$ cat src/rtl/assert_macros.svh
// Assertion macros shared by the sprite decoder RTL.
// Included by every module that carries concurrent assertions; no other dependencies.
`ifndef ASSERT_MACROS_SVH
`define ASSERT_MACROS_SVH
`ifndef SYNTHESIS
// Condition must hold at every clock edge outside reset.
`define ASSERT_ALWAYS(lbl, clk, rst_n, cond) \
  lbl: assert property (@(posedge clk) disable iff (!rst_n) (cond)) \
    else $error("assertion failed");
// Antecedent implies consequent in the same cycle.
`define ASSERT_IMPLIES(lbl, clk, rst_n, ante, cons) \
  lbl: assert property (@(posedge clk) disable iff (!rst_n) (ante) |-> (cons)) \
    else $error("assertion failed");
// Antecedent implies consequent in the next cycle.
`define ASSERT_NEXT(lbl, clk, rst_n, ante, cons) \
  lbl: assert property (@(posedge clk) disable iff (!rst_n) (ante) |=> (cons)) \
    else $error("assertion failed");
`else
`define ASSERT_ALWAYS(lbl, clk, rst_n, cond)
`define ASSERT_IMPLIES(lbl, clk, rst_n, ante, cons)
`define ASSERT_NEXT(lbl, clk, rst_n, ante, cons)
`endif
`endif

$ cat src/rtl/srld_pkg.sv
`timescale 1ns / 1ps
// Shared types, widths and codes of the sprite run-length decoder.
// Used by srld_div and the top level; depends on nothing else.
package srld_pkg;

  // Field widths.
  localparam int MAX_DIM_DEF = 4096;
  localparam int DIM_W       = 13;
  localparam int ORG_W       = 12;
  localparam int LEN_W       = 20;
  localparam int BYTE_W      = 8;
  localparam int SUM_W       = LEN_W + 1;
  localparam int CFG_IDX_W   = 2;
  localparam int CFG_DATA_W  = 13;

  // Register reset values.
  localparam logic [DIM_W-1:0] WIDTH_RST  = 13'd64;
  localparam logic [DIM_W-1:0] HEIGHT_RST = 13'd64;

  // Header length-size code that is not defined.
  localparam logic [1:0] LEN_SIZE_BAD = 2'd3;

  typedef enum logic [CFG_IDX_W-1:0] {
    CFG_WIDTH      = 2'd0,
    CFG_HEIGHT     = 2'd1,
    CFG_ORIGIN_COL = 2'd2,
    CFG_ORIGIN_ROW = 2'd3
  } cfg_reg_t;

  typedef enum logic [1:0] {
    KIND_FILL    = 2'd0,
    KIND_LITERAL = 2'd1,
    KIND_DONE    = 2'd2,
    KIND_BAD     = 2'd3
  } res_kind_t;

  typedef enum logic [1:0] {
    RK_LITERAL = 2'd0,
    RK_BAD     = 2'd1,
    RK_FILL    = 2'd2,
    RK_SKIP    = 2'd3
  } run_kind_t;

  typedef enum logic [2:0] {
    PH_IDLE    = 3'd0,
    PH_HEADER  = 3'd1,
    PH_INDEX   = 3'd2,
    PH_LENGTH  = 3'd3,
    PH_LITERAL = 3'd4
  } phase_t;

  typedef enum logic [2:0] {
    ST_ACCEPT = 3'd0,
    ST_STEP   = 3'd1,
    ST_ADV    = 3'd2,
    ST_DIV    = 3'd3,
    ST_END    = 3'd4,
    ST_EMIT   = 3'd5
  } ctl_state_t;

  typedef struct packed {
    logic [BYTE_W-1:0] data_byte;
    logic              start_image;
  } in_t;

  typedef struct packed {
    res_kind_t         kind;
    logic [DIM_W-1:0]  out_col;
    logic [DIM_W-1:0]  out_row;
    logic [LEN_W-1:0]  run_length;
    logic [BYTE_W-1:0] color_index;
    logic              last;
  } out_t;

  typedef struct packed {
    logic             start;
    logic [SUM_W-1:0] dividend;
    logic [DIM_W-1:0] divisor;
  } div_req_t;

  typedef struct packed {
    logic             busy;
    logic             done;
    logic [SUM_W-1:0] quot;
    logic [DIM_W-1:0] rem;
  } div_rsp_t;

endpackage

$ cat src/rtl/srld_div.sv
`timescale 1ns / 1ps
// Restoring divider, one quotient bit per cycle, for the raster position advance.
// Depends on srld_pkg and assert_macros.svh.
`include "assert_macros.svh"
module srld_div (
  input  logic                clk,
  input  logic                rst_n,
  input  srld_pkg::div_req_t  req,
  output srld_pkg::div_rsp_t  rsp
);

  localparam int SW    = srld_pkg::SUM_W;
  localparam int DW    = srld_pkg::DIM_W;
  localparam int CNT_W = $clog2(SW);

  logic [SW-1:0]    quot_r, quot_nxt;
  logic [DW-1:0]    rem_r, rem_nxt;
  logic [DW-1:0]    divisor_r, divisor_nxt;
  logic [CNT_W-1:0] cnt_r, cnt_nxt;
  logic             busy_r, busy_nxt;
  logic             done_r, done_nxt;
  logic [DW:0]      rem_sh;
  logic [DW:0]      diff;
  logic             fits;

  // Trial subtraction of the divisor from the shifted partial remainder.
  always_comb begin
    rem_sh = {rem_r, quot_r[SW-1]};
    diff   = rem_sh - {1'b0, divisor_r};
    fits   = rem_sh >= {1'b0, divisor_r};
  end

  // Iteration control: load on start, then one bit per cycle.
  always_comb begin
    quot_nxt    = quot_r;
    rem_nxt     = rem_r;
    divisor_nxt = divisor_r;
    cnt_nxt     = cnt_r;
    busy_nxt    = busy_r;
    done_nxt    = 1'b0;
    if (req.start) begin
      quot_nxt    = req.dividend;
      rem_nxt     = '0;
      divisor_nxt = req.divisor;
      cnt_nxt     = '0;
      busy_nxt    = 1'b1;
    end else if (busy_r) begin
      quot_nxt = {quot_r[SW-2:0], fits};
      rem_nxt  = fits ? diff[DW-1:0] : rem_sh[DW-1:0];
      cnt_nxt  = cnt_r + CNT_W'(1);
      if (cnt_r == CNT_W'(SW - 1)) begin
        busy_nxt = 1'b0;
        done_nxt = 1'b1;
      end
    end
  end

  always_ff @(posedge clk) begin
    if (!rst_n) begin
      busy_r <= 1'b0;
      done_r <= 1'b0;
      cnt_r  <= '0;
    end else begin
      busy_r <= busy_nxt;
      done_r <= done_nxt;
      cnt_r  <= cnt_nxt;
    end
  end

  always_ff @(posedge clk) begin
    quot_r    <= quot_nxt;
    rem_r     <= rem_nxt;
    divisor_r <= divisor_nxt;
  end

  assign rsp.busy = busy_r;
  assign rsp.done = done_r;
  assign rsp.quot = quot_r;
  assign rsp.rem  = rem_r;

  `ASSERT_IMPLIES(a_rem_below_divisor, clk, rst_n, done_r, rem_r < divisor_r)
  `ASSERT_IMPLIES(a_busy_not_done, clk, rst_n, busy_r, !done_r)
  `ASSERT_NEXT(a_done_single, clk, rst_n, done_r, !done_r)
  `ASSERT_IMPLIES(a_cnt_bound, clk, rst_n, busy_r, cnt_r <= CNT_W'(SW - 1))

endmodule

$ cat src/rtl/sprite_run_length_decoder_core.sv
`timescale 1ns / 1ps
// Sprite run-length decoder: top level with parser, sequencer and output register.
// Depends on srld_pkg, srld_div and assert_macros.svh.
//
// Usage: the sprite stream enters one byte per transaction on in_valid/in_ready
// (in_data.start_image marks a header that restarts the image). Results leave on
// out_valid/out_ready: fill-run descriptors, literal pixels, image-complete and
// bad-header markers, at most two per byte, the final one flagged by last.
// Configuration (width, height, origins) is written through cfg_wr_en, cfg_index
// and cfg_wdata while no transaction is in flight; writes take effect at once.
// Timing: a byte is handled by a small sequencer, one byte at a time. A byte
// that ends a fill or skip run past the row end needs the shared 21-step
// restoring divider for the position wrap; a literal pixel wraps without it.
// The next byte is accepted once the results of the current one are loaded in
// the output register, so one result may wait there while decoding goes on.
// When the receiver stalls, decoding stops at that point and nothing is lost.
// Reset: synchronous, active low; parsing returns to idle (bytes without
// start_image are dropped) and the registers take width 64, height 64, origin 0.
`include "assert_macros.svh"
module sprite_run_length_decoder_core #(
  parameter int MAX_DIM = srld_pkg::MAX_DIM_DEF
) (
  input  logic                                clk,
  input  logic                                rst_n,
  input  logic                                in_valid,
  output logic                                in_ready,
  input  srld_pkg::in_t                       in_data,
  output logic                                out_valid,
  input  logic                                out_ready,
  output srld_pkg::out_t                      out_data,
  input  logic                                cfg_wr_en,
  input  logic [srld_pkg::CFG_IDX_W-1:0]      cfg_index,
  input  logic [srld_pkg::CFG_DATA_W-1:0]     cfg_wdata
);

  localparam int DW = srld_pkg::DIM_W;
  localparam int OW = srld_pkg::ORG_W;
  localparam int LW = srld_pkg::LEN_W;
  localparam int BW = srld_pkg::BYTE_W;
  localparam int SW = srld_pkg::SUM_W;

  // Configuration registers.
  logic [DW-1:0] width_r, height_r;
  logic [OW-1:0] origin_col_r, origin_row_r;

  // Sequencer and parse state.
  srld_pkg::ctl_state_t state_r, state_nxt;
  srld_pkg::phase_t     phase_r, phase_nxt;
  srld_pkg::run_kind_t  kind_r, kind_nxt;
  logic [1:0]           left_r, left_nxt;
  logic [LW-1:0]        accum_r, accum_nxt;
  logic [BW-1:0]        fill_r, fill_nxt;
  logic [DW-1:0]        col_r, col_nxt;
  logic [DW-1:0]        row_r, row_nxt;
  logic [BW-1:0]        byte_r, byte_nxt;
  logic                 start_r, start_nxt;
  logic [LW-1:0]        adv_len_r, adv_len_nxt;
  logic                 end_go_r, end_go_nxt;

  // Pending results of the current byte and the output register.
  srld_pkg::out_t       res_r [2];
  srld_pkg::out_t       res_nxt [2];
  logic [1:0]           res_cnt_r, res_cnt_nxt;
  logic [1:0]           emit_idx_r, emit_idx_nxt;
  logic                 out_valid_r, out_valid_nxt;
  srld_pkg::out_t       out_data_r, out_data_nxt;

  // Step decode results.
  srld_pkg::phase_t     st_phase;
  srld_pkg::run_kind_t  st_kind;
  logic [1:0]           st_left;
  logic [LW-1:0]        st_accum;
  logic [BW-1:0]        st_fill;
  logic [DW-1:0]        st_col, st_row;
  logic                 st_push;
  srld_pkg::out_t       st_res;
  logic                 st_adv;
  logic [LW-1:0]        st_len;
  logic                 st_end;
  logic                 hdr_go, fin_go;
  logic [LW-1:0]        fin_len, shifted, lit_left;

  // Misc datapath.
  logic [DW-1:0]        w_eff, h_eff;
  logic [DW-1:0]        pos_col, pos_row;
  logic [SW-1:0]        adv_sum;
  logic                 adv_fast, adv_wrap;
  logic [SW-1:0]        row_inc;
  logic [SW:0]          row_sum;
  logic [DW-1:0]        row_sat;
  logic                 out_free, emit_have, emit_load, emit_done;
  srld_pkg::div_req_t   div_req;
  srld_pkg::div_rsp_t   div_rsp;

  function automatic srld_pkg::out_t mk_res(input srld_pkg::res_kind_t k,
                                            input logic [DW-1:0] c,
                                            input logic [DW-1:0] r,
                                            input logic [LW-1:0] l,
                                            input logic [BW-1:0] ci);
    srld_pkg::out_t res;
    res.kind        = k;
    res.out_col     = c;
    res.out_row     = r;
    res.run_length  = l;
    res.color_index = ci;
    res.last        = 1'b0;
    return res;
  endfunction

  // Configuration write port.
  always_ff @(posedge clk) begin
    if (!rst_n) begin
      width_r      <= srld_pkg::WIDTH_RST;
      height_r     <= srld_pkg::HEIGHT_RST;
      origin_col_r <= '0;
      origin_row_r <= '0;
    end else if (cfg_wr_en) begin
      case (cfg_index)
        srld_pkg::CFG_WIDTH:      width_r      <= cfg_wdata[DW-1:0];
        srld_pkg::CFG_HEIGHT:     height_r     <= cfg_wdata[DW-1:0];
        srld_pkg::CFG_ORIGIN_COL: origin_col_r <= cfg_wdata[OW-1:0];
        srld_pkg::CFG_ORIGIN_ROW: origin_row_r <= cfg_wdata[OW-1:0];
        default: ;
      endcase
    end
  end

  // Effective dimensions: width at least one, both limited to MAX_DIM.
  always_comb begin
    if (width_r == '0) begin
      w_eff = DW'(1);
    end else if ({19'd0, width_r} > 32'(MAX_DIM)) begin
      w_eff = DW'(MAX_DIM);
    end else begin
      w_eff = width_r;
    end
    if ({19'd0, height_r} > 32'(MAX_DIM)) begin
      h_eff = DW'(MAX_DIM);
    end else begin
      h_eff = height_r;
    end
  end

  // Output position of the current raster point, flipped bottom-up.
  assign pos_col = col_r + {1'b0, origin_col_r};
  assign pos_row = {1'b0, origin_row_r} + h_eff - row_r - DW'(1);

  // Parse one byte: phase update and at most one immediate result.
  always_comb begin
    st_phase = phase_r;
    st_kind  = kind_r;
    st_left  = left_r;
    st_accum = accum_r;
    st_fill  = fill_r;
    st_col   = col_r;
    st_row   = row_r;
    st_push  = 1'b0;
    st_res   = '0;
    st_adv   = 1'b0;
    st_len   = accum_r;
    st_end   = 1'b0;
    hdr_go   = 1'b0;
    fin_go   = 1'b0;
    fin_len  = '0;
    shifted  = '0;
    lit_left = '0;
    if (start_r) begin
      st_col   = '0;
      st_row   = '0;
      st_accum = '0;
      st_left  = '0;
      if (h_eff == '0) begin
        st_phase = srld_pkg::PH_IDLE;
        st_push  = 1'b1;
        st_res   = mk_res(srld_pkg::KIND_DONE, '0, '0, '0, '0);
      end else begin
        hdr_go = 1'b1;
      end
    end else begin
      case (phase_r)
        srld_pkg::PH_HEADER: begin
          hdr_go = 1'b1;
        end
        srld_pkg::PH_INDEX: begin
          st_fill = byte_r;
          if (left_r != 2'd0) begin
            st_phase = srld_pkg::PH_LENGTH;
          end else begin
            fin_go  = 1'b1;
            fin_len = accum_r;
          end
        end
        srld_pkg::PH_LENGTH: begin
          shifted  = {accum_r[LW-BW-1:0], byte_r};
          st_accum = shifted;
          st_left  = left_r - 2'd1;
          if (left_r == 2'd1) begin
            fin_go  = 1'b1;
            fin_len = shifted;
          end
        end
        srld_pkg::PH_LITERAL: begin
          // Pixels past the last row are consumed without a result.
          if (row_r < h_eff) begin
            st_push = 1'b1;
            st_res  = mk_res(srld_pkg::KIND_LITERAL, pos_col, pos_row, LW'(1), byte_r);
            st_adv  = 1'b1;
            st_len  = LW'(1);
          end
          lit_left = accum_r - LW'(1);
          st_accum = lit_left;
          if (lit_left == '0) begin
            st_end = 1'b1;
          end
        end
        default: begin
          st_phase = srld_pkg::PH_IDLE;
        end
      endcase
    end

    // Header byte: run kind, length size and top length bits.
    if (hdr_go) begin
      if (byte_r[7:6] == srld_pkg::RK_BAD || byte_r[5:4] == srld_pkg::LEN_SIZE_BAD) begin
        st_phase = srld_pkg::PH_IDLE;
        st_push  = 1'b1;
        st_res   = mk_res(srld_pkg::KIND_BAD, '0, '0, '0, byte_r);
      end else begin
        st_kind  = srld_pkg::run_kind_t'(byte_r[7:6]);
        st_left  = byte_r[5:4];
        st_accum = {16'd0, byte_r[3:0]};
        if (st_kind == srld_pkg::RK_FILL) begin
          st_phase = srld_pkg::PH_INDEX;
        end else if (byte_r[5:4] != 2'd0) begin
          st_phase = srld_pkg::PH_LENGTH;
        end else begin
          fin_go  = 1'b1;
          fin_len = {16'd0, byte_r[3:0]};
        end
      end
    end

    // Run length complete.
    if (fin_go) begin
      if (st_kind == srld_pkg::RK_LITERAL) begin
        if (fin_len == '0) begin
          st_end = 1'b1;
        end else begin
          st_phase = srld_pkg::PH_LITERAL;
        end
      end else begin
        if (st_kind == srld_pkg::RK_FILL && fin_len != '0) begin
          st_push = 1'b1;
          st_res  = mk_res(srld_pkg::KIND_FILL, pos_col, pos_row, fin_len, st_fill);
        end
        st_adv = 1'b1;
        st_len = fin_len;
        st_end = 1'b1;
      end
    end
  end

  // Position advance: short cases directly, the rest through the divider.
  always_comb begin
    adv_sum  = {8'd0, col_r} + {1'b0, adv_len_r};
    adv_wrap = adv_sum == {8'd0, w_eff};
    adv_fast = adv_sum <= {8'd0, w_eff};
    row_inc  = (state_r == srld_pkg::ST_DIV) ? div_rsp.quot : SW'(1);
    row_sum  = {9'd0, row_r} + {1'b0, row_inc};
    row_sat  = (row_sum > {9'd0, h_eff}) ? h_eff : row_sum[DW-1:0];
  end

  // Output handshake helpers.
  always_comb begin
    out_free  = !out_valid_r || out_ready;
    emit_have = emit_idx_r != res_cnt_r;
    emit_load = (state_r == srld_pkg::ST_EMIT) && emit_have && out_free;
    emit_done = (state_r == srld_pkg::ST_EMIT) &&
                (!emit_have || (out_free && ((emit_idx_r + 2'd1) == res_cnt_r)));
  end

  // Sequencer next state.
  always_comb begin
    state_nxt = state_r;
    case (state_r)
      srld_pkg::ST_ACCEPT: begin
        if (in_valid) begin
          state_nxt = srld_pkg::ST_STEP;
        end
      end
      srld_pkg::ST_STEP: begin
        if (st_adv) begin
          state_nxt = srld_pkg::ST_ADV;
        end else if (st_end) begin
          state_nxt = srld_pkg::ST_END;
        end else begin
          state_nxt = srld_pkg::ST_EMIT;
        end
      end
      srld_pkg::ST_ADV: begin
        if (!adv_fast) begin
          state_nxt = srld_pkg::ST_DIV;
        end else if (end_go_r) begin
          state_nxt = srld_pkg::ST_END;
        end else begin
          state_nxt = srld_pkg::ST_EMIT;
        end
      end
      srld_pkg::ST_DIV: begin
        if (div_rsp.done) begin
          state_nxt = end_go_r ? srld_pkg::ST_END : srld_pkg::ST_EMIT;
        end
      end
      srld_pkg::ST_END: begin
        state_nxt = srld_pkg::ST_EMIT;
      end
      srld_pkg::ST_EMIT: begin
        if (emit_done) begin
          state_nxt = srld_pkg::ST_ACCEPT;
        end
      end
      default: begin
        state_nxt = srld_pkg::ST_ACCEPT;
      end
    endcase
  end

  // Sequencer outputs.
  always_comb begin
    in_ready         = state_r == srld_pkg::ST_ACCEPT;
    div_req.start    = (state_r == srld_pkg::ST_ADV) && !adv_fast;
    div_req.dividend = adv_sum;
    div_req.divisor  = w_eff;
  end

  // Datapath next values per sequencer step.
  always_comb begin
    phase_nxt    = phase_r;
    kind_nxt     = kind_r;
    left_nxt     = left_r;
    accum_nxt    = accum_r;
    fill_nxt     = fill_r;
    col_nxt      = col_r;
    row_nxt      = row_r;
    byte_nxt     = byte_r;
    start_nxt    = start_r;
    adv_len_nxt  = adv_len_r;
    end_go_nxt   = end_go_r;
    res_nxt      = res_r;
    res_cnt_nxt  = res_cnt_r;
    emit_idx_nxt = emit_idx_r;
    case (state_r)
      srld_pkg::ST_ACCEPT: begin
        if (in_valid) begin
          byte_nxt  = in_data.data_byte;
          start_nxt = in_data.start_image;
        end
      end
      srld_pkg::ST_STEP: begin
        phase_nxt   = st_phase;
        kind_nxt    = st_kind;
        left_nxt    = st_left;
        accum_nxt   = st_accum;
        fill_nxt    = st_fill;
        col_nxt     = st_col;
        row_nxt     = st_row;
        adv_len_nxt = st_len;
        end_go_nxt  = st_end;
        if (st_push) begin
          res_nxt[res_cnt_r[0]] = st_res;
          res_cnt_nxt           = res_cnt_r + 2'd1;
        end
      end
      srld_pkg::ST_ADV: begin
        if (adv_wrap) begin
          col_nxt = '0;
          row_nxt = row_sat;
        end else if (adv_fast) begin
          col_nxt = adv_sum[DW-1:0];
        end
      end
      srld_pkg::ST_DIV: begin
        if (div_rsp.done) begin
          col_nxt = div_rsp.rem;
          row_nxt = row_sat;
        end
      end
      srld_pkg::ST_END: begin
        // Run finished: image complete once the row reaches the height.
        if (row_r >= h_eff) begin
          phase_nxt             = srld_pkg::PH_IDLE;
          res_nxt[res_cnt_r[0]] = mk_res(srld_pkg::KIND_DONE, '0, '0, '0, '0);
          res_cnt_nxt           = res_cnt_r + 2'd1;
        end else begin
          phase_nxt = srld_pkg::PH_HEADER;
        end
      end
      srld_pkg::ST_EMIT: begin
        if (emit_done) begin
          res_cnt_nxt  = '0;
          emit_idx_nxt = '0;
        end else if (emit_load) begin
          emit_idx_nxt = emit_idx_r + 2'd1;
        end
      end
      default: ;
    endcase
  end

  // Output register: holds one result while decoding continues.
  always_comb begin
    out_valid_nxt = out_valid_r && !out_ready;
    out_data_nxt  = out_data_r;
    if (emit_load) begin
      out_valid_nxt     = 1'b1;
      out_data_nxt      = res_r[emit_idx_r[0]];
      out_data_nxt.last = (emit_idx_r + 2'd1) == res_cnt_r;
    end
  end

  always_ff @(posedge clk) begin
    if (!rst_n) begin
      state_r     <= srld_pkg::ST_ACCEPT;
      phase_r     <= srld_pkg::PH_IDLE;
      kind_r      <= srld_pkg::RK_LITERAL;
      left_r      <= '0;
      accum_r     <= '0;
      fill_r      <= '0;
      col_r       <= '0;
      row_r       <= '0;
      end_go_r    <= 1'b0;
      res_cnt_r   <= '0;
      emit_idx_r  <= '0;
      out_valid_r <= 1'b0;
    end else begin
      state_r     <= state_nxt;
      phase_r     <= phase_nxt;
      kind_r      <= kind_nxt;
      left_r      <= left_nxt;
      accum_r     <= accum_nxt;
      fill_r      <= fill_nxt;
      col_r       <= col_nxt;
      row_r       <= row_nxt;
      end_go_r    <= end_go_nxt;
      res_cnt_r   <= res_cnt_nxt;
      emit_idx_r  <= emit_idx_nxt;
      out_valid_r <= out_valid_nxt;
    end
  end

  always_ff @(posedge clk) begin
    byte_r     <= byte_nxt;
    start_r    <= start_nxt;
    adv_len_r  <= adv_len_nxt;
    res_r      <= res_nxt;
    out_data_r <= out_data_nxt;
  end

  // Shared divider for the position wrap.
  srld_div u_div (
    .clk   (clk),
    .rst_n (rst_n),
    .req   (div_req),
    .rsp   (div_rsp)
  );

  assign out_valid = out_valid_r;
  assign out_data  = out_data_r;

  `ASSERT_IMPLIES(a_ready_no_pending, clk, rst_n, in_ready, res_cnt_r == 2'd0)
  `ASSERT_IMPLIES(a_div_in_flight, clk, rst_n, state_r == srld_pkg::ST_DIV, div_rsp.busy || div_rsp.done)
  `ASSERT_ALWAYS(a_emit_idx_bound, clk, rst_n, emit_idx_r <= res_cnt_r)
  `ASSERT_IMPLIES(a_load_when_free, clk, rst_n, emit_load, !out_valid_r || out_ready)

endmodule

$ cat config.mk
export PLATFORM = sky130hd
export DESIGN_NAME = sprite_run_length_decoder_core
export DESIGN_NICKNAME = d
export VERILOG_FILES = /design/src/rtl/srld_pkg.sv /design/src/rtl/srld_div.sv /design/src/rtl/sprite_run_length_decoder_core.sv
export VERILOG_INCLUDE_DIRS = /design/src /design/src/rtl
export SDC_FILE = /design/constraint.sdc
export NUM_CORES = 1
export LEC_CHECK = 0
export BUFFER_PORTS_ARGS = -buffer_cell sky130_fd_sc_hd__buf_2
export CELL_PAD_IN_SITES_DETAIL_PLACEMENT = 1
export CELL_PAD_IN_SITES_GLOBAL_PLACEMENT = 2
export CORE_ASPECT_RATIO = 1.4
export CORE_MARGIN = 1.5
export CORE_UTILIZATION = 28
export DETAILED_ROUTE_END_ITERATION = 10
export PLACE_DENSITY = 0.65
export SLEW_MARGIN = 10
export SYNTH_ARGS = -nofsm -noshare
export SYNTH_HDL_FRONTEND = slang
export SYNTH_SLANG_ARGS = --single-unit
$ cat constraint.sdc
create_clock -name clk -period 12.35 [get_ports clk]
set_input_delay 1.235 -clock clk [delete_from_list [all_inputs] [get_ports clk]]
set_output_delay 1.235 -clock clk [all_outputs]
set_load 0.005 [all_outputs]
Yosys cells after proc, flatten, opt, wreduce, memory -nomap -nowiden
Cells that the tools add are included.

Add/subtract/negate cells: 12. $lt $le $gt $ge: 10. Equality and inequality tests: 29. Muxes and demuxes: 120. Bitwise logic cells: 7. Reduce and logical (&&, ||, !) cells: 44.

Operator list (number): 2-to-1 mux 57 bit (11); 2-to-1 mux 20 bit (15); 2-to-1 mux 114 bit (2); one-hot mux 114 bit (2 select lines) (1); 2-to-1 mux 13 bit (11); bitwise mux 114 bit (1); bitwise AND 112 bit (1); 2-to-1 mux 56 bit (2); inverter 112 bit (1); one-hot mux 20 bit (2 select lines) (2); one-hot mux 13 bit (3 select lines) (2); 2-to-1 mux 21 bit (3); demux 57 bit (select 1 bit) (1); 2-to-1 mux 3 bit (15); zero test 20 bit (2); 2-to-1 mux 1 bit (36); > comparator 13 bit (second input constant) (2); zero test 13 bit (2); subtractor 13 bit (2); adder 13 x 21 -> 22 bit (1); > comparator 22 x 13 -> 1 bit (1); 2-to-1 mux 2 bit (11); adder 13 x 20 -> 21 bit (1); equality test 21 x 13 -> 1 bit (1); 45 further kinds (95).

Bits in registers: 374. Bits of input ports: 29. Output and inout bits: 59. Logic and storage cells: 265.

Logic depth before layout (Yosys ltp)
Depth after elaboration: 16. Gate-level depth with buffers: 22. Depth with buffers taken out: 20.

Modules after synthesis
From an unflattened synthesis, not the netlist that was laid out.

Cells, all modules: 2198. Area, all modules: 21576.9 um^2.

Modules (own cells, without submodules): sprite_run_length_decoder_core (instances 1, cells an instance 1934, area each 18619.1 um^2); srld_div (instances 1, cells an instance 264, area each 2957.8 um^2).

Worst setup path before layout
Ideal clock, no wire load.

Path type: flip-flop to flip-flop. Start point: register height_r[12]. End point: register res_r[100] (netlist bit), enable pin. Library setup time: 553 ps. Arrival time: 6347 ps. Path slack: 5449 ps. Stages on the path, launching flop included: 13. Buffers on the path: 1. Clock period less this slack: 6901 ps. Path through: dfxtp_1 -> clkbuf_1 -> nor2b_1 -> inv_1 -> ha_1 -> and4_1 -> o21a_1 -> o31ai_1 -> a31oi_1 -> o41a_1 -> o2111ai_4 -> nand2_2 -> a211oi_1.

Cells in the longest elaborated chain, start to end: 13.

Ends and longest elaborated chain: from (decl) (RTL line sprite_run_length_decoder_core.sv:43) `logic [DW-1:0] width_r, height_r;`; from (signal assigned) (RTL line sprite_run_length_decoder_core.sv:114) `height_r <= srld_pkg::HEIGHT_RST;`; from (signal assigned) (RTL line sprite_run_length_decoder_core.sv:120) `srld_pkg::CFG_HEIGHT: height_r <= cfg_wdata[DW-1:0];`; > comparator 13 bit (RTL line sprite_run_length_decoder_core.sv:137) `if ({19'd0, height_r} > 32'(MAX_DIM)) begin`; 2-to-1 mux 13 bit * (RTL line sprite_run_length_decoder_core.sv:137); less-than comparator 13 bit or zero test 13 bit (tied branches) (RTL line sprite_run_length_decoder_core.sv:204, sprite_run_length_decoder_core.sv:172); 2-to-1 mux 1 bit, on equally long branches (RTL line sprite_run_length_decoder_core.sv:204, sprite_run_length_decoder_core.sv:172); 2-to-1 mux 1 bit, on equally long branches (RTL line sprite_run_length_decoder_core.sv:180, sprite_run_length_decoder_core.sv:167); 2-to-1 mux 1 bit, or another cell as far along (RTL line sprite_run_length_decoder_core.sv:167) `if (start_r) begin`; 2-to-1 mux 1 bit, or another cell as far along (RTL line sprite_run_length_decoder_core.sv:224) `if (byte_r[7:6] == srld_pkg::RK_BAD || byte_r[5:4] == srld_pkg::LEN_SIZE_BAD) begin`; 2-to-1 mux 1 bit or logical AND 1 bit (tied branches) (RTL line sprite_run_length_decoder_core.sv:223, sprite_run_length_decoder_core.sv:252); 2-to-1 mux 1 bit (RTL line sprite_run_length_decoder_core.sv:252) `if (st_kind == srld_pkg::RK_FILL && fin_len != '0) begin`; 2-to-1 mux 1 bit (RTL line sprite_run_length_decoder_core.sv:245) `if (st_kind == srld_pkg::RK_LITERAL) begin`; 2-to-1 mux 1 bit (RTL line sprite_run_length_decoder_core.sv:244) `if (fin_go) begin`; != test 2 bit (no source line); AND reduction 3 bit (no source line) *; to (signal assigned) (RTL line sprite_run_length_decoder_core.sv:455) `res_r <= res_nxt;`; to (decl) (RTL line sprite_run_length_decoder_core.sv:61) `srld_pkg::out_t res_r [2];`.

Mark *: on every way between the ends. The rest lies on a longest branch, timed or not. A chain may end at the register's enable or synchronous reset.

Final worst setup path
Start point: register state_r[1]. End point: register row_r[8].

Cells in the longest elaborated chain, start to end: 7.

Ends and longest elaborated chain: from (decl) (RTL line sprite_run_length_decoder_core.sv:47) `srld_pkg::ctl_state_t state_r, state_nxt;`; from (signal assigned) (RTL line sprite_run_length_decoder_core.sv:423) `state_r <= srld_pkg::ST_ACCEPT;`; from (signal assigned) (RTL line sprite_run_length_decoder_core.sv:436) `state_r <= state_nxt;`; equality test 3 x 2 -> 1 bit (RTL line sprite_run_length_decoder_core.sv:268, sprite_run_length_decoder_core.sv:352); 2-to-1 mux 21 bit (RTL line sprite_run_length_decoder_core.sv:268) `row_inc = (state_r == srld_pkg::ST_DIV) ? div_rsp.quot : SW'(1);`; adder 13 x 21 -> 22 bit (RTL line sprite_run_length_decoder_core.sv:269) `row_sum = {9'd0, row_r} + {1'b0, row_inc};`; > comparator 22 x 13 -> 1 bit (RTL line sprite_run_length_decoder_core.sv:270) `row_sat = (row_sum > {9'd0, h_eff}) ? h_eff : row_sum[DW-1:0];`; 2-to-1 mux 13 bit (RTL line sprite_run_length_decoder_core.sv:270); 2-to-1 mux 13 bit, on equally long branches (RTL line sprite_run_length_decoder_core.sv:383, sprite_run_length_decoder_core.sv:375); one-hot mux 13 bit (3 select lines) (RTL line sprite_run_length_decoder_core.sv:352) `case (state_r)`; to (signal assigned) (RTL line sprite_run_length_decoder_core.sv:443) `row_r <= row_nxt;`; to (decl) (RTL line sprite_run_length_decoder_core.sv:54) `logic [DW-1:0] row_r, row_nxt;`.

Several ways; a longest one is shown, not always the timed one. The select of a mux whose other input is x is not followed.

==> results.yml <==
die:
  die-width_um: 238
  core_area_um2: 76600
  fp.dieH_um: 332
  initial_utilization: 0.283
  num_io_pins: 88
  dieArea_um2: 79100
  rows: 120
worst_hold_path:
  hold_path_depth: 2
  hold_start: "fill_r[3]"
  hold-path-endpoint: "fill_r[3]"
  worstHoldPathType: "reg -> reg"
finish:
  n_antenna_cell: 0
  drive_gt1_frac: 0.127
  final_common_cell: "nand2_1"
  regArea_um2: 9770
  most-common-layout-cells: "nand2_1, edfxtp_1, a21oi_1"
  n_fill_cell: 8763
  syn_to_final_growth_pct: 12.9
  fin_nets: 2458
  multi_input_area_um2: 10900
  stdcell_area_um2: 24500
  fin_util: 0.319
clock_network:
  hold_buffers: 0
  root_buffer: "clkbuf_16"
  cts_tree: "done"
  clock_sinks: 372
  ctsResizeCount: 0
  h-tree-depth: 2
  cts_buffer_depth: 3
  path_clk_slew_ns: 0.06
  cts_buffers: 43
  clk_latency_ns: 0.62
  cts_setup_buffers: 0
worst_setup_path:
  r2r-start: "state_r[1]"
  r2r_end: "row_r[8]"
  critPathSlowestCell: "nor2b_1"
  critical_path.max_fanout: 15
  r2r_slack_ns: 6.68
  reg2reg_depth: 19
  crit_chain: "nor2b_1 -> and3_1 -> ha_1 -> a211oi_1 -> o21ai_0 -> and3_1 -> o21ai_0 -> nand2b_1 -> a21oi_1 -> xnor2_1 -> ha_1 -> a21oi_1 -> nor2_1 -> a2111oi_0 -> o31ai_1 -> o2bb2ai_1 -> or3_4 -> nor4_4 -> a221o_1"
  slowest_delay_ns: 0.80
  cp-start-kind: "flip-flop"
  crit_path_end_kind: "flip-flop"
  critPathRequiredTime_ns: 12.89
  cp.arrival_ns: 6.21
  crit_type: "reg -> reg"
timing:
  fmax_mhz: 176
  fin_ws_ns: 6.68
  finClkSkew_ns: 0.0293
  relSlewSlack: 0.175
  max_slew.worst_pin.slew_ns: 1.23
  tns_ns: 0
  post-route-min-period_ns: 5.67
  setup_viol: 0
  fin_crit_sh: 0.459
  slew_viol_final: 0
  finalHoldViolations: 0
  grt_setup_unrepaired: "false"
global_route:
  grt_use_total: 0.198
  grt_pass1_wl_mm: 120
  antenna_found_initial: 0
  grt_pass1_vias: 18800
  grt_max_degree: 83
  grt-ovfl-total: 0
route:
  routed_via_density: 5.39
  wl_mm: 78.6
  drtIter0Drc: 1001
  ant_nets: 0
  drc: 0
  vias: 17900
  routedWlPerCell_um: 23.7
  firstDrtPassIters: 8
run_status:
  status: "completed"
synthesis:
  synth_area_um2: 21700
  yosysTopAreaCell: "edfxtp_1"
  seq_area_frac_synth: 0.451
  synth_top_area_share: 0.321
  synthXorXnorAreaFrac: 0.0271
  synth-compound-area-share: 0.198
  syn_area_per_cell_um2: 9.49
  muxShareOfSynthArea: 0.0424
  ys_types: 95
  syn_inst: 2285
  synth_area_leaders: "edfxtp_1, dfxtp_1, ha_1, nand2_1, a21oi_1"
  synth_fa_ha_area_frac: 0.0775
  synth-edff-count: 232
  yosys_register_bits: 372
  synth_top_family_by_area: "compound AO/OA/AOI/OAI gates"
  synthArstFlopShare: 0
  syn-num-nets: 2438
  ys_warn_count: 0
  synth_ff_type: "edfxtp_1"
  synth_simple_gate_area_frac: 0.156
place:
  post-place-ws_ns: 6.65
  place_area_um2: 23000
  port_buffers: 87
  gp_congestion: 0.857
  dpl.hpwl_mm: 56.8
power:
  p_leak_nw: 9.14
  vdd_drop_max_mv: 0.121
  power_density_nw_per_um2: 154
  power.total_mw: 3.76
flow_run:
  drv_cap: 0
[worst max-delay path: cells and delay by family, from the launching register on]
kind / cells / cell delay (ns)
adders and majority gates: 2 / 0.56
and+or+nand+nor: 7 / 2.44
DFF: 1 / 0.58
xor gates and xnor gates: 1 / 0.17
AOI/OAI and AO/OA: 9 / 1.85
[area by class of cell]
type,count,area share
timing repair buffer,118,0.0273
clock buffer,52,0.0466
sequential,372,0.399
clock inverter,27,0.0122
multi-input combinational,1647,0.446
inverter,123,0.0189
tap,976,0.0499
[kinds of logic (layout without fill, tap and decap cells)]
| family | Yosys count | after routing |
|---|---|---|
| buffers and inverters | 266 | 320 |
| adder cells (fa/ha/maj) | 124 | 124 |
| XOR/XNOR | 67 | 67 |
| flip-flops | 372 | 372 |
| AND/OR/NAND/NOR | 727 | 727 |
| multiplexers | 83 | 83 |
| AO/OA/AOI/OAI | 646 | 646 |
[stage by stage]
| stage | hold slack (ns) | instances |
|---|---|---|
| after floorplan | 0.436 | 2285 |
| final | 0.458 | 3315 |
| after global placement | 0.443 | 3236 |
| after detailed placement | 0.451 | 3236 |
| after CTS | 0.460 | 3315 |
| after global routing | 0.479 | 3315 |
[power breakdown]
group,internal (mW),total (mW),leakage (nW),switching [mW]
clock network,0.769,1.35,0.703,0.576
registers,1.47,1.58,3.29,0.109
logic,0.284,0.835,5.14,0.551
[state kept, by name (all words and copies together), names as in the netlist, 5 cells and up]
signal / count
row_r: 13
accum_r: 20
u_div.rem_r: 13
col_r: 13
u_div.quot_r: 21
fill_r: 8
u_div.divisor_r: 13
byte_r: 8
out_data: 57
origin_col_r: 12
adv_len_r: 20
height_r: 13
origin_row_r: 12
res_r: 112
u_div.cnt_r: 5
width_r: 13
[synth_stat cells, types with 15 or more instances]
library cell and number:
ha_1 107, a22o_1 62, a21o_1 26, nor2_1 159, mux2_2 68, a31oi_1 15, nand2_1 298, nand4_1 18
o22ai_1 33, and3_1 27, edfxtp_1 232, fa_1 17, nor2b_1 21, nand3_1 76, a22oi_1 28, a211oi_1 23
xnor2_1 41, nor3_1 43, clkbuf_1 122, xor2_1 26, a21oi_1 174, o21ai_0 126, inv_1 119, dfxtp_1 140
o31ai_1 15
[routing by layer]
layer / vias to the layer above / global-route usage / share of wire / wire length, um
li1: 8417 / - / - / -
met1: 8995 / 0.243 / 0.42 / 33400
met2: 321 / 0.353 / 0.51 / 39900
met3: 123 / 0.0210 / 0.028 / 2190
met4: 0 / 0.0772 / 0.040 / 3180
met5: - / 0 / 0 / 0
[worst max path at each step]
| stage | startpoint | end | slack (ns) | cells past startpoint |
|---|---|---|---|---|
| 3_3_place_gp | state_r[1] | row_r[1] | 6.71 | 19 |
| 4_1_cts | state_r[1] | row_r[10] | 6.63 | 19 |
| 3_5_place_dp | state_r[1] | row_r[1] | 6.65 | 19 |
| 2_1_floorplan | height_r[12] | res_r[100] | 5.45 | 12 |
| 5_1_grt | state_r[1] | row_r[11] | 6.21 | 19 |
| 6_report | state_r[1] | row_r[8] | 6.68 | 19 |
(Power assumes the default switching activity.)
